<file path="src/hw/rtl/pool_draw_without_replacement_macros.svh">
// ----------------------------------------------------------------------------
// pool draw assertion macros
// shared property wrappers, clocked on i_clk and disabled during reset
// ----------------------------------------------------------------------------
`ifndef POOL_DRAW_WITHOUT_REPLACEMENT_MACROS_SVH
`define POOL_DRAW_WITHOUT_REPLACEMENT_MACROS_SVH

// same-cycle implication
`define PDWR_ASSERT_IMPLY(label, ante, cons, msg) \
    label: assert property (@(posedge i_clk) disable iff (!i_rst_n) (ante) |-> (cons)) \
        else $error(msg);

// next-cycle implication
`define PDWR_ASSERT_NEXT(label, ante, cons, msg) \
    label: assert property (@(posedge i_clk) disable iff (!i_rst_n) (ante) |=> (cons)) \
        else $error(msg);

`endif

</file>
<file path="src/hw/rtl/pdwr_ram.sv">
// ----------------------------------------------------------------------------
// pdwr_ram
// generic simple dual-port ram, one write and one registered read per cycle
// ----------------------------------------------------------------------------
`default_nettype none

module pdwr_ram #(
    parameter int WIDTH = 8,
    parameter int DEPTH = 256
) (
    input  wire logic                     i_clk,
    input  wire logic                     i_we,
    input  wire logic [$clog2(DEPTH)-1:0] i_waddr,
    input  wire logic [WIDTH-1:0]         i_wdata,
    input  wire logic [$clog2(DEPTH)-1:0] i_raddr,
    output logic      [WIDTH-1:0]         o_rdata
);

    logic [WIDTH-1:0] r_mem [DEPTH];

    always_ff @(posedge i_clk) begin
        if (i_we) begin
            r_mem[i_waddr] <= i_wdata;
        end
        o_rdata <= r_mem[i_raddr];
    end

endmodule

`default_nettype wire

</file>
<file path="config.mk">
export PLATFORM = sky130hd
export DESIGN_NAME = pdwr_ram
export DESIGN_NICKNAME = d
export VERILOG_FILES = /design/src/hw/rtl/pool_draw_without_replacement_macros.svh /design/src/hw/rtl/pdwr_ram.sv
export SDC_FILE = /design/constraint.sdc
export NUM_CORES = 2
export LEC_CHECK = 0
export BUFFER_PORTS_ARGS = -buffer_cell sky130_fd_sc_hd__buf_2
export CORE_MARGIN = 1
export CORE_UTILIZATION = 40
export CTS_CLUSTER_SIZE = 20
export DETAILED_ROUTE_END_ITERATION = 8
export PLACE_DENSITY_LB_ADDON = 0.08
export SYNTH_ARGS = -nofsm -noshare
export SYNTH_HDL_FRONTEND = slang
export SYNTH_SLANG_ARGS = --single-unit
</file>
<file path="constraint.sdc">
create_clock -name i_clk -period 1.9 [get_ports i_clk]
set_input_delay 0 -clock i_clk [delete_from_list [all_inputs] [get_ports i_clk]]
set_output_delay 0 -clock i_clk [all_outputs]
set_load 0.05 [all_outputs]
</file>
### Yosys cells after proc, flatten, opt, wreduce, memory -nomap -nowiden

Memory sizes are Yosys's and may differ from the RTL's. A register that Yosys moved wholly into a read port is not among the register bits.
Index checks and enable logic that the tools add are counted.

* multiplexer cells: 2

Operator list (number)
* $mux 1: 2

* register bits: 0
* memories kept: 1
* output and inout bits: 8
* bits in writable memories: 2048
* bits of input ports: 26
* logic and storage cells: 3

Memories
* r_mem: words 256, width 8, rd ports 1, clocked after memory_dff 1, write ports 1, line pdwr_ram.sv:19 `logic [WIDTH-1:0] r_mem [DEPTH];`

### Depth between registers and ports, before layout

* depth after elaboration: 2
* depth in mapped cells: 11
* mapped depth without buffers: 6

### Worst setup path before layout

Ideal clock, no wire load.

* path type: input port to flip-flop
* from: input i_raddr[0]
* to: register o_rdata[2] (read register of r_mem)
* data required time: 1.769 ns
* buffers on the path: 4
* setup slack: -0.038 ns
* setup time: 0.131 ns
* data arrival time: 1.807 ns
* cell stages on the path: 9
* cells stage by stage: buf_6 buf_12 buf_8 buf_2 mux4_2 a22oi_1 a21oi_1 nor4_1 nor4_2

RTL lines
* from (decl): line pdwr_ram.sv:15 `input wire logic [$clog2(DEPTH)-1:0] i_raddr,`
* to (decl): line pdwr_ram.sv:16 `output logic [WIDTH-1:0] o_rdata`

==> results.sh <==
export IMPL_fmax_ghz=0.435
export IMPL_fin_ws_ns=-0.400
export IMPL_drv_cap=0
export IMPL_die_area_sq_um=201000
export IMPL_synth_area_sq_um=79600
export IMPL_slew_headroom_pct=48.9
export IMPL_fin_util_pct=48.8
export IMPL_areaGrowthSynthToFinish_pct=21.2
export IMPL_ys_warn_count=0
export IMPL_synth_top_area_share_pct=77.3
export IMPL_antenna_left=0
export IMPL_fin_worst_skew_ns=0.0474
export IMPL_synth_area_leaders="edfxtp_1 (77%), mux4_2 (13%), mux2i_1 (1.7%), nor2_1 (1.3%), a22oi_1 (1.3%)"
export IMPL_die_h_um=448
export IMPL_crit_path_end_kind="flop"
export IMPL_cp_max_fo=1
export IMPL_remaining_drc_errors=0
export IMPL_insertion_delay_ns=0.86
export IMPL_synth_ff_type="edfxtp_1"
export IMPL_cts_htree_levels=4
export IMPL_grt_util_all_layers_pct=22.5
export IMPL_status="finished with violations"
export IMPL_synth_seq_area_share_pct=77.5
export IMPL_leakagePower_nw=31.4
export IMPL_synthArstFlopShare_pct=0
export IMPL_start_util_pct=40.3
export IMPL_pwr_density_cell_nw_per_um2=1010
export IMPL_period_share_pct=121
export IMPL_arrival_ns=3.05
export IMPL_pin_count=34
export IMPL_start_kind="flop"
export IMPL_synth_nets=3759
export IMPL_grt_antenna_before_repair=14
export IMPL_die_width_um=448
export IMPL_cts_root_buf="clkbuf_16"
export IMPL_layout_min_cycle_time_ns=2.30
export IMPL_place_congestion=0.832
export IMPL_min_path_type="in -> reg"
export IMPL_core_area_sq_um=197000
export IMPL_maxSlewViolCount=0
export IMPL_cp_required_ns=2.65
export IMPL_grt_pass1_vias=41700
export IMPL_io_buffer_count=33
export IMPL_rows=163
export IMPL_drt_first_pass_iters=5
export IMPL_synth_top_cell_by_area="edfxtp_1"
export IMPL_final_hold_viol_count=0
export IMPL_grt_start_max_net_pins=105
export IMPL_cts_made_buffers=217
export IMPL_overflow=0
export IMPL_grt_pass1_wl_mm=318
export IMPL_cts_buffer_depth=3
export IMPL_dpl_cell_area_sq_um=89000
export IMPL_drtIter0Drc=3805
export IMPL_crit_type="reg -> reg"
export IMPL_dr_total_vias=40600
export IMPL_setup_viol=8
export IMPL_synth_edf_count=2048
export IMPL_rsz0062_at_grt="true"
export IMPL_layout_nets=4600
export IMPL_clock_sinks=2056
export IMPL_drt_wl_total_mm=223
export IMPL_fill_cells=16500
export IMPL_dp_hpwl_mm=149
export IMPL_tightest_slew_ns=0.766
export IMPL_clkSlewWorstSetupHoldPaths_ns=0.06
export IMPL_cts_tree="built"
export IMPL_viasPerCell=5.49
export IMPL_final_cell_area_sq_um=96400
export IMPL_synth_distinct_cells=55
export IMPL_avgSynthCellArea_sq_um=21.3
export IMPL_violations="negative setup slack"
export IMPL_drive_gt1_share_pct=35.2
export IMPL_ir_drop_v=0.000813
export IMPL_syn_inst=3733
export IMPL_synth_seq_cells=2056
export IMPL_routedWlPerCell_um=30.2
[final timing paths]
path / endpoint / depth (start not counted) / slack, ns / from
min: r_mem[62][5] / 4 / 0.10 / i_waddr[3]
max reg2reg: o_rdata[0] / 6 / -0.40 / r_mem[67][0]
min reg2reg: o_rdata[3] / 6 / 1.13 / r_mem[53][3]
max: o_rdata[0] / 6 / -0.40 / r_mem[67][0]
[through the flow]
step,instances,setup WS [ns],hold WS [ns],total power [W],setup TNS [ns]
global route,7394,-0.412,0.0850,0.0998,-2.83
global placement,6975,-1.43,0.279,0.0569,-8.54
detailed placement,6975,-1.48,0.275,0.0569,-8.79
floorplan,3733,0.00192,0.0989,0.0536,0
finish,7394,-0.400,0.102,0.0970,-2.50
CTS,7390,-0.443,0.0460,0.0979,-2.93
[routing by layer]
layer,wire length (um),global-route usage [%]
met1,99700,32.3
met4,5150,5.68
met2,108000,36.3
met3,10600,2.93
met5,12,0
[state kept, by name (all words and copies together) (netlist names)]
signal and cells:
o_rdata 8, r_mem 2048
[final cells by class]
class | instances | area [sq um] | share of cell area [%]
well taps | 2640 | 3300 | 3.43
diodes | 2 | 5.00 | 0.00519
clock inverters | 125 | 1120 | 1.16
multi-input cells | 1442 | 16900 | 17.5
flip-flops and latches | 2056 | 61700 | 64.0
repair buffers | 855 | 7700 | 7.99
inverters | 2 | 7.51 | 0.00779
clock buffers | 272 | 5700 | 5.91
[layout by cell type, fill, tap and decap left out, drive strengths merged, types with 6 or more instances in the layout]
master       count
edfxtp        2048
buf            836
mux4           456
nor2           282
clkbuf         272
mux2i          134
a22oi          133
a21oi           96
clkinv          95
o221ai          47
nand3           34
nand2           33
nor2b           31
o22ai           28
nor4            27
nor3            22
dlygate4sd3     19
bufinv          16
a211oi          16
a221oi          14
o21ai           12
nand4           10
o211ai          10
inv             10
nand2b           8
a22o             8
dfxtp            8
clkinvlp         6
and2             6
[power by group]
| group | switching, W | internal, W | total, W | leakage [nW] |
|---|---|---|---|---|
| Sequential | 0.000107 | 0.0500 | 0.0501 | 18.5 |
| Combinational | 0.00351 | 0.00237 | 0.00587 | 9.61 |
| Clock | 0.0176 | 0.0234 | 0.0410 | 3.33 |
| Total | 0.0212 | 0.0757 | 0.0970 | 31.4 |
[critical path, cell delays in order (launching register included)]
cell and delay, ns:
edfxtp_1 0.39, mux4_2 0.51, mux4_2 0.56, nor2b_4 0.17
nor4_4 0.33, buf_4 0.19, nor4_2 0.04
[kinds of logic (layout without fill, tap and decap cells)]
group	after synthesis	in the layout	synth area share (%)
and+or+nand+nor	466	466	2.63
other	0	2	0
buffers and inverters	235	1254	1.83
muxes	591	591	14.6
DFF	2056	2056	77.5
AOI/OAI and AO/OA	385	385	3.42
[what timing repair did]
| action | CTS | global route |
|---|---|---|
| resized for setup | 44 | 22 |
| pin swaps | 13 | 10 |
| hold buffers | 19 | 0 |
| setup buffers | 0 | 2 |
| hold endpoints to repair | 2123 | 0 |
| setup endpoints to repair | 9 | 43 |
| cloned | 0 | 0 |
[cell usage after synthesis, types with 3 or more instances]
cell type  number
a211oi_1       16
a21oi_1        96
a221oi_1       13
a22o_1          8
a22oi_1       133
and2_1          6
buf_1          22
buf_12          8
buf_2          31
buf_4          27
buf_6          21
buf_8          13
clkbuf_1      111
dfxtp_1         8
edfxtp_1     2048
mux2i_1       134
mux4_2        454
nand2_1        33
nand2b_1        8
nand3_1        34
nand4_1        10
nor2_1        282
nor2b_1        31
nor3_1         22
nor4_1         24
nor4_2          3
o211ai_1       10
o21ai_0        10
o221ai_1       46
o22a_1          5
o22ai_1        28
o32ai_1         4
or2_2           4
Power figures use the tool's default switching activity.
