File: config.mk
export PLATFORM = sky130hd
export DESIGN_NAME = pdwr_mod
export DESIGN_NICKNAME = d
export VERILOG_FILES = /design/src/hw/rtl/pool_draw_without_replacement_macros.svh /design/src/hw/rtl/pdwr_pkg.sv /design/src/hw/rtl/pdwr_mod.sv
export SDC_FILE = /design/constraint.sdc
export NUM_CORES = 1
export LEC_CHECK = 0
export BUFFER_PORTS_ARGS = -buffer_cell sky130_fd_sc_hd__buf_2
export CAP_MARGIN = 25
export CORE_UTILIZATION = 49
export CTS_CLUSTER_DIAMETER = 150
export DETAILED_ROUTE_END_ITERATION = 16
export PLACE_DENSITY_LB_ADDON = 0.2
export SLEW_MARGIN = 20
export SYNTH_ARGS = -nofsm -noshare
export SYNTH_HDL_FRONTEND = slang
export SYNTH_SLANG_ARGS = --single-unit
File: constraint.sdc
create_clock -name i_clk -period 1.9 [get_ports i_clk]
set_input_delay 0.19 -clock i_clk [delete_from_list [all_inputs] [get_ports i_clk]]
set_output_delay 0.19 -clock i_clk [all_outputs]
set_load 0.01 [all_outputs]
File: src/hw/rtl/pool_draw_without_replacement_macros.svh
// ----------------------------------------------------------------------------
// pool draw assertion macros
// shared property wrappers, clocked on i_clk and disabled during reset
// ----------------------------------------------------------------------------
`ifndef POOL_DRAW_WITHOUT_REPLACEMENT_MACROS_SVH
`define POOL_DRAW_WITHOUT_REPLACEMENT_MACROS_SVH

// same-cycle implication
`define PDWR_ASSERT_IMPLY(label, ante, cons, msg) \
    label: assert property (@(posedge i_clk) disable iff (!i_rst_n) (ante) |-> (cons)) \
        else $error(msg);

// next-cycle implication
`define PDWR_ASSERT_NEXT(label, ante, cons, msg) \
    label: assert property (@(posedge i_clk) disable iff (!i_rst_n) (ante) |=> (cons)) \
        else $error(msg);

`endif

File: src/hw/rtl/pdwr_pkg.sv
// ----------------------------------------------------------------------------
// pdwr_pkg
// shared widths, reset sizes, sequencer states and divider bundles
// ----------------------------------------------------------------------------
`default_nettype none

package pdwr_pkg;

    localparam int ENTRY_W     = 7;
    localparam int SIZE_W      = 8;
    localparam int RND_W       = 16;
    localparam int POOL_FLD_W  = 3;
    localparam int CFG_IDX_W   = 3;
    localparam int NUM_SIZE_REGS = 7;
    localparam int RESET_SLOTS = 8;
    localparam int STEP_W      = $clog2(RND_W);

    // pool size after reset, last slot covers an eighth pool
    localparam logic [SIZE_W-1:0] SIZE_RESET [RESET_SLOTS] = '{
        8'd119, 8'd78, 8'd98, 8'd5, 8'd15, 8'd6, 8'd3, 8'd128
    };

    typedef enum logic [2:0] {
        ST_CLEAR,
        ST_IDLE,
        ST_DIV,
        ST_RD_R,
        ST_RD_L,
        ST_WR_R,
        ST_WR_L
    } t_state;

    typedef struct packed {
        logic              start;
        logic [RND_W-1:0]  dividend;
        logic [SIZE_W-1:0] divisor;
    } t_mod_req;

    typedef struct packed {
        logic              done;
        logic [SIZE_W-1:0] rem;
    } t_mod_rsp;

endpackage

`default_nettype wire

File: src/hw/rtl/pdwr_mod.sv
// ----------------------------------------------------------------------------
// pdwr_mod
// bit-serial restoring modulo, one dividend bit per cycle
// ----------------------------------------------------------------------------
`default_nettype none

module pdwr_mod (
    input  wire logic               i_clk,
    input  wire logic               i_rst_n,
    input  wire pdwr_pkg::t_mod_req i_req,
    output pdwr_pkg::t_mod_rsp      o_rsp
);

    import pdwr_pkg::*;

    logic              r_run;
    logic              r_done;
    logic [STEP_W-1:0] r_step;
    logic [RND_W-1:0]  r_dvd;
    logic [SIZE_W-1:0] r_div;
    logic [SIZE_W-1:0] r_rem;
    logic [SIZE_W-1:0] n_rem;
    logic [SIZE_W:0]   w_trial;

    // shift in next dividend bit, subtract when it fits
    always_comb begin
        w_trial = {r_rem, r_dvd[RND_W-1]};
        if (w_trial >= {1'b0, r_div}) begin
            n_rem = SIZE_W'(w_trial - {1'b0, r_div});
        end else begin
            n_rem = SIZE_W'(w_trial);
        end
    end

    always_ff @(posedge i_clk) begin
        if (!i_rst_n) begin
            r_run  <= 1'b0;
            r_done <= 1'b0;
            r_step <= '0;
        end else begin
            r_done <= 1'b0;
            if (i_req.start) begin
                r_run  <= 1'b1;
                r_step <= '0;
            end else if (r_run) begin
                r_step <= r_step + 1'b1;
                if (r_step == STEP_W'(RND_W - 1)) begin
                    r_run  <= 1'b0;
                    r_done <= 1'b1;
                end
            end
        end
    end

    always_ff @(posedge i_clk) begin
        if (i_req.start) begin
            r_dvd <= i_req.dividend;
            r_div <= i_req.divisor;
            r_rem <= '0;
        end else if (r_run) begin
            r_dvd <= {r_dvd[RND_W-2:0], 1'b0};
            r_rem <= n_rem;
        end
    end

    assign o_rsp.done = r_done;
    assign o_rsp.rem  = r_rem;

endmodule

`default_nettype wire

### After elaboration in Yosys (flattened, before gate mapping)

Index checks and enable logic that the tools add are counted.

* bits in registers: 38
* output and inout port bits: 9
* logic and storage cells: 22
* input port bits: 27

* multiplexer cells: 7
* $add $sub $neg: 2
* equality and inequality tests: 1
* magnitude comparators: 1
* bitwise logic cells: 2
* reductions and logical operators: 3

Operators with widths (number)
* 2-to-1 mux 16 bit: 2
* >= comparator 9 x 8 -> 1 bit: 1
* 2-to-1 mux 8 bit: 1
* subtractor 8 bit: 1
* adder 4 x 1 -> 4 bit (second input constant): 1
* == test 4 bit (second input constant): 1
* 2-to-1 mux 1 bit: 4
* OR reduction 3 bit: 1
* inverter 1 bit: 2
* nonzero test 2 bit: 1
* OR reduction 2 bit: 1

### Logic depth before layout (Yosys ltp)

* word-level depth: 4
* depth in mapped cells: 9
* depth with buffers taken out: 9

### Worst setup path before layout

OpenSTA, ideal clock, no wires.

* path type: flip-flop to flip-flop
* from: reg r_dvd[15]
* to: reg r_rem[6]
* path slack: 32 ps
* data arrival time: 1801 ps
* stages on the path, launching flop included: 10
* required time: 1833 ps
* library setup time: 67 ps
* path buffers: 0
* clock period less this slack: 1868 ps
* cells stage by stage: edfxtp_1 -> inv_1 -> ha_1 -> fa_1 -> nor2b_4 -> o31a_1 -> o21a_1 -> o21a_1 -> o31a_1 -> o21ai_2

* longest elaborated chain between the ends: 2
* elaborated cells between the ends (all ways): 3
* those cells by class: add/sub: 1; order compare: 1; mux: 1

RTL lines
* from (decl): line pdwr_mod.sv:19 `logic [RND_W-1:0] r_dvd;`
* from (signal assigned): line pdwr_mod.sv:57 `r_dvd <= i_req.dividend;`
* from (signal assigned): line pdwr_mod.sv:61 `r_dvd <= {r_dvd[RND_W-2:0], 1'b0};`
* subtractor 8 bit or >= comparator 9 x 8 -> 1 bit (tied branches): line pdwr_mod.sv:29, pdwr_mod.sv:28
* 2-to-1 mux 8 bit *: line pdwr_mod.sv:28 `if (w_trial >= {1'b0, r_div}) begin`
* to (signal assigned): line pdwr_mod.sv:62 `r_rem <= n_rem;`
* to (decl): line pdwr_mod.sv:21 `logic [SIZE_W-1:0] r_rem;`

Every way passes the cells marked *; elsewhere a longest branch is shown, timed or not.
A chain may end at the register's enable or synchronous reset.

### Worst setup path after layout

Same ends and word-level chain as after synthesis.

==> results.toml <==
[run_status]
status = "finished with violations"
violations = "setup timing"

[power]
power_density_nw_per_um2 = 799
finalPower_w = 0.00184
ir_drop_uv = 587
leakagePower_nw = 0.970

[synth]
synthCells = 161
yosys.area.top_type = "edfxtp_1"
synth_nets = 198
synth_area_um2 = 1870
ys.flop_type = "edfxtp_1"
yosysUniqueCellTypes = 37
async_flop_share_pct = 0
synth_enable_flop_cells = 24
ys_warn_count = 0
yosys_register_bits = 38
synth_area_leaders = "edfxtp_1 39%, dfxtp_1 15%, mux2_2 9.0%"
syn_avg_cell_area_um2 = 11.6
synth.top_cell.area_share_pct = 38.6
yosysSeqAreaShare_pct = 53.5

[sta]
max_freq_mhz = 507
skew_ns = 0.00720
tightest_slew_ns = 0.563
setup_viol_count_final = 1
period_share_pct = 104
finalHoldViolations = 0
layout_min_cycle_time_ns = 1.97
grt_setup_unrepaired = "yes"
hold_ws_ns = 0.0798
finalWorstSetupSlack_ns = -0.0719
drv_slew = 0
slew_headroom_pct = 62.4

[grt]
grt_start_max_net_pins = 28
track_usage_pct = 18.7
grt_pass1_vias = 1309
antenna_found_initial = 0
grt_first_pass_wirelength_um = 5730
overflow = 0

[critical_path]
worstPathArrival_ns = 2.20
cp-end-kind = "register"
crit_type = "register to register"
crit_cells = 9
r2r_start = "r_dvd[15]$_DFFE_PP_"
cp.required_ns = 2.13
crit_family = "compound AO/OA/AOI/OAI gates"
crit_path_start = "r_dvd[15]$_DFFE_PP_"
reg2reg_depth = 9
critPathCapture = "r_rem[6]$_SDFFE_PP0P_"
r2r_slack_ns = -0.07
slowest_stage = "edfxtp_1"
r2r-end = "r_rem[6]$_SDFFE_PP0P_"
critPathBufInv = 1
crit_fanout = 3
slowest_delay_ns = 0.39
worst_setup_path_start_kind = "register"
worstPathCellList = "inv_1 -> ha_2 -> fa_2 -> nor2b_4 -> o31a_1 -> o21a_1 -> o21a_1 -> o31a_1 -> o21ai_2"

[floorplan]
die_x_um = 63.8
design.portCount = 36
coreArea_um2 = 3660
initial_core_util_pct = 51.1
dieArea_um2 = 4070
placementRows = 22
die_h_um = 63.8

[routing]
dr.pass1.iters = 4
dr_total_vias = 1340
routed_via_density = 5.13
routedWlPerCell_um = 13.1
antenna_left = 0
routed_wl_um = 3410
drc = 0
initialDrtViolationCount = 89

[clock_network]
cts-htree-levels = 2
cts_buffers = 5
cts.sinks = 38
cts_tree = "done"
clk_latency_ns = 0.29
clockBufferDepth = 2
cts_root_buffer = "clkbuf_8"
path_clk_slew_ns = 0.07
post_cts_buffers = 0

[worst_hold_path]
hp-class = "primary input to register"

[cells_and_area]
diodes = 0
syn2layout_area_growth_pct = 23.2
nets = 249
drive_gt1_share_pct = 38.5

[placement]
place_ws_ns = -0.0580
port_buffers = 35
dp_hpwl_um = 2550
gp_congestion = 0.884

[job]
cap_violations = 0
[worst min-delay path by stage]
stage | startpoint | depth (start not counted) | slack [ns] | endpoint
6_report | i_req[7] | 1 | 0.08 | r_div[7]$_DFFE_PP_
3_3_place_gp | i_req[7] | 1 | 0.37 | r_div[7]$_DFFE_PP_
5_1_grt | i_req[7] | 1 | 0.07 | r_div[7]$_DFFE_PP_
2_1_floorplan | i_req[0] | 0 | 0.29 | r_div[0]$_DFFE_PP_
3_5_place_dp | i_req[7] | 1 | 0.37 | r_div[7]$_DFFE_PP_
4_1_cts | i_req[4] | 1 | 0.07 | r_div[4]$_DFFE_PP_
[repair_timing]
item,CTS,global route
hold buffers,0,0
endpoints found under the hold margin,0,0
endpoints found under the setup margin,3,7
pin swaps,1,1
gates resized for setup,4,5
[cells by family (layout without fill, tap and decap cells)]
logic type / Yosys count / after routing / synth area share (%)
buffers and inverters: 16 / 68 / 3.82
adder cells (fa/ha/maj): 10 / 10 / 7.10
multiplexers: 17 / 17 / 10.1
AND/OR/NAND/NOR: 41 / 41 / 10.7
AO/OA/AOI/OAI: 34 / 34 / 12.4
XOR/XNOR: 5 / 5 / 2.34
flip-flops: 38 / 38 / 53.5
[worst register-to-register path, stage by stage, from the launching register on]
cell	delay [ns]
edfxtp_1	0.39
inv_1	0.08
ha_2	0.19
fa_2	0.23
nor2b_4	0.04
o31a_1	0.25
o21a_1	0.19
o21a_1	0.17
o31a_1	0.28
o21ai_2	0.10
[power breakdown]
part / internal [W] / switching, W / leakage, nW / total, W
Combinational: 0.000155 / 0.000155 / 0.571 / 0.000310
Sequential: 0.000948 / 0.0000231 / 0.354 / 0.000971
Clock: 0.000296 / 0.000264 / 0.0455 / 0.000559
[sequential cells by signal (all words and copies together) (netlist names)]
signal	flops
r_rem	8
r_step	4
r_done	1
r_run	1
r_dvd	16
r_div	8
[cells in the final DEF, fill, tap and decap left out, types with 2 or more instances in the layout]
master / synthesis / layout
a211oi_1: 4 / 4
a21oi_1: 11 / 9
a21oi_2: 0 / 2
buf_2: 0 / 35
buf_4: 1 / 13
clkbuf_1: 1 / 2
clkbuf_8: 0 / 6
dfxtp_1: 14 / 14
edfxtp_1: 24 / 24
ha_1: 9 / 8
inv_1: 11 / 11
mux2_2: 15 / 15
nand2_1: 9 / 9
nand2b_1: 5 / 5
nand3_1: 2 / 2
nor2_1: 15 / 14
nor2b_1: 3 / 3
nor3_1: 3 / 2
o21a_1: 3 / 3
o21ai_0: 5 / 5
o31a_1: 2 / 2
xnor2_1: 3 / 3
xor2_1: 2 / 2
[through the flow]
step / area, µm² / TNS (ns) / utilization, % / std cells
finish: 2300 / -0.0719 / 62.9 / 261
global route: 2300 / -0.403 / 62.9 / 261
CTS: 2280 / -0.0702 / 62.4 / 261
detailed placement: 2180 / -0.120 / 59.5 / 253
global placement: 2180 / -0.0209 / 59.5 / 253
floorplan: 1870 / 0 / - / 161
[routing by layer]
metal / vias up / part of all wire (%) / global-route usage (%)
met1: 632 / 46 / 23.4
li1: 677 / - / -
met5: - / 0 / 0
met3: 5 / 3.5 / 4.11
met2: 26 / 49 / 31.1
met4: 0 / 1.2 / 7.67
[layout make-up]
cell class	instances	area [µm²]
fill	309	1360
sequential	38	1000
multi-input combinational	107	827
timing repair buffer	49	284
clock buffer	8	90.1
inverter	11	41.3
tap	48	60.1
[synth_stat cells, drive strengths merged (2+ instances only)]
master  instances
xor2            2
dfxtp          14
mux2           15
xnor2           3
nor2b           4
o31a            2
ha              9
mux2i           2
o21ai           7
o21a            3
nor3            3
nand2           9
buf             4
nor2           15
a211oi          4
nand3           2
a21oi          12
edfxtp         24
nand2b          5
inv            11
(Power assumes the default switching activity.)
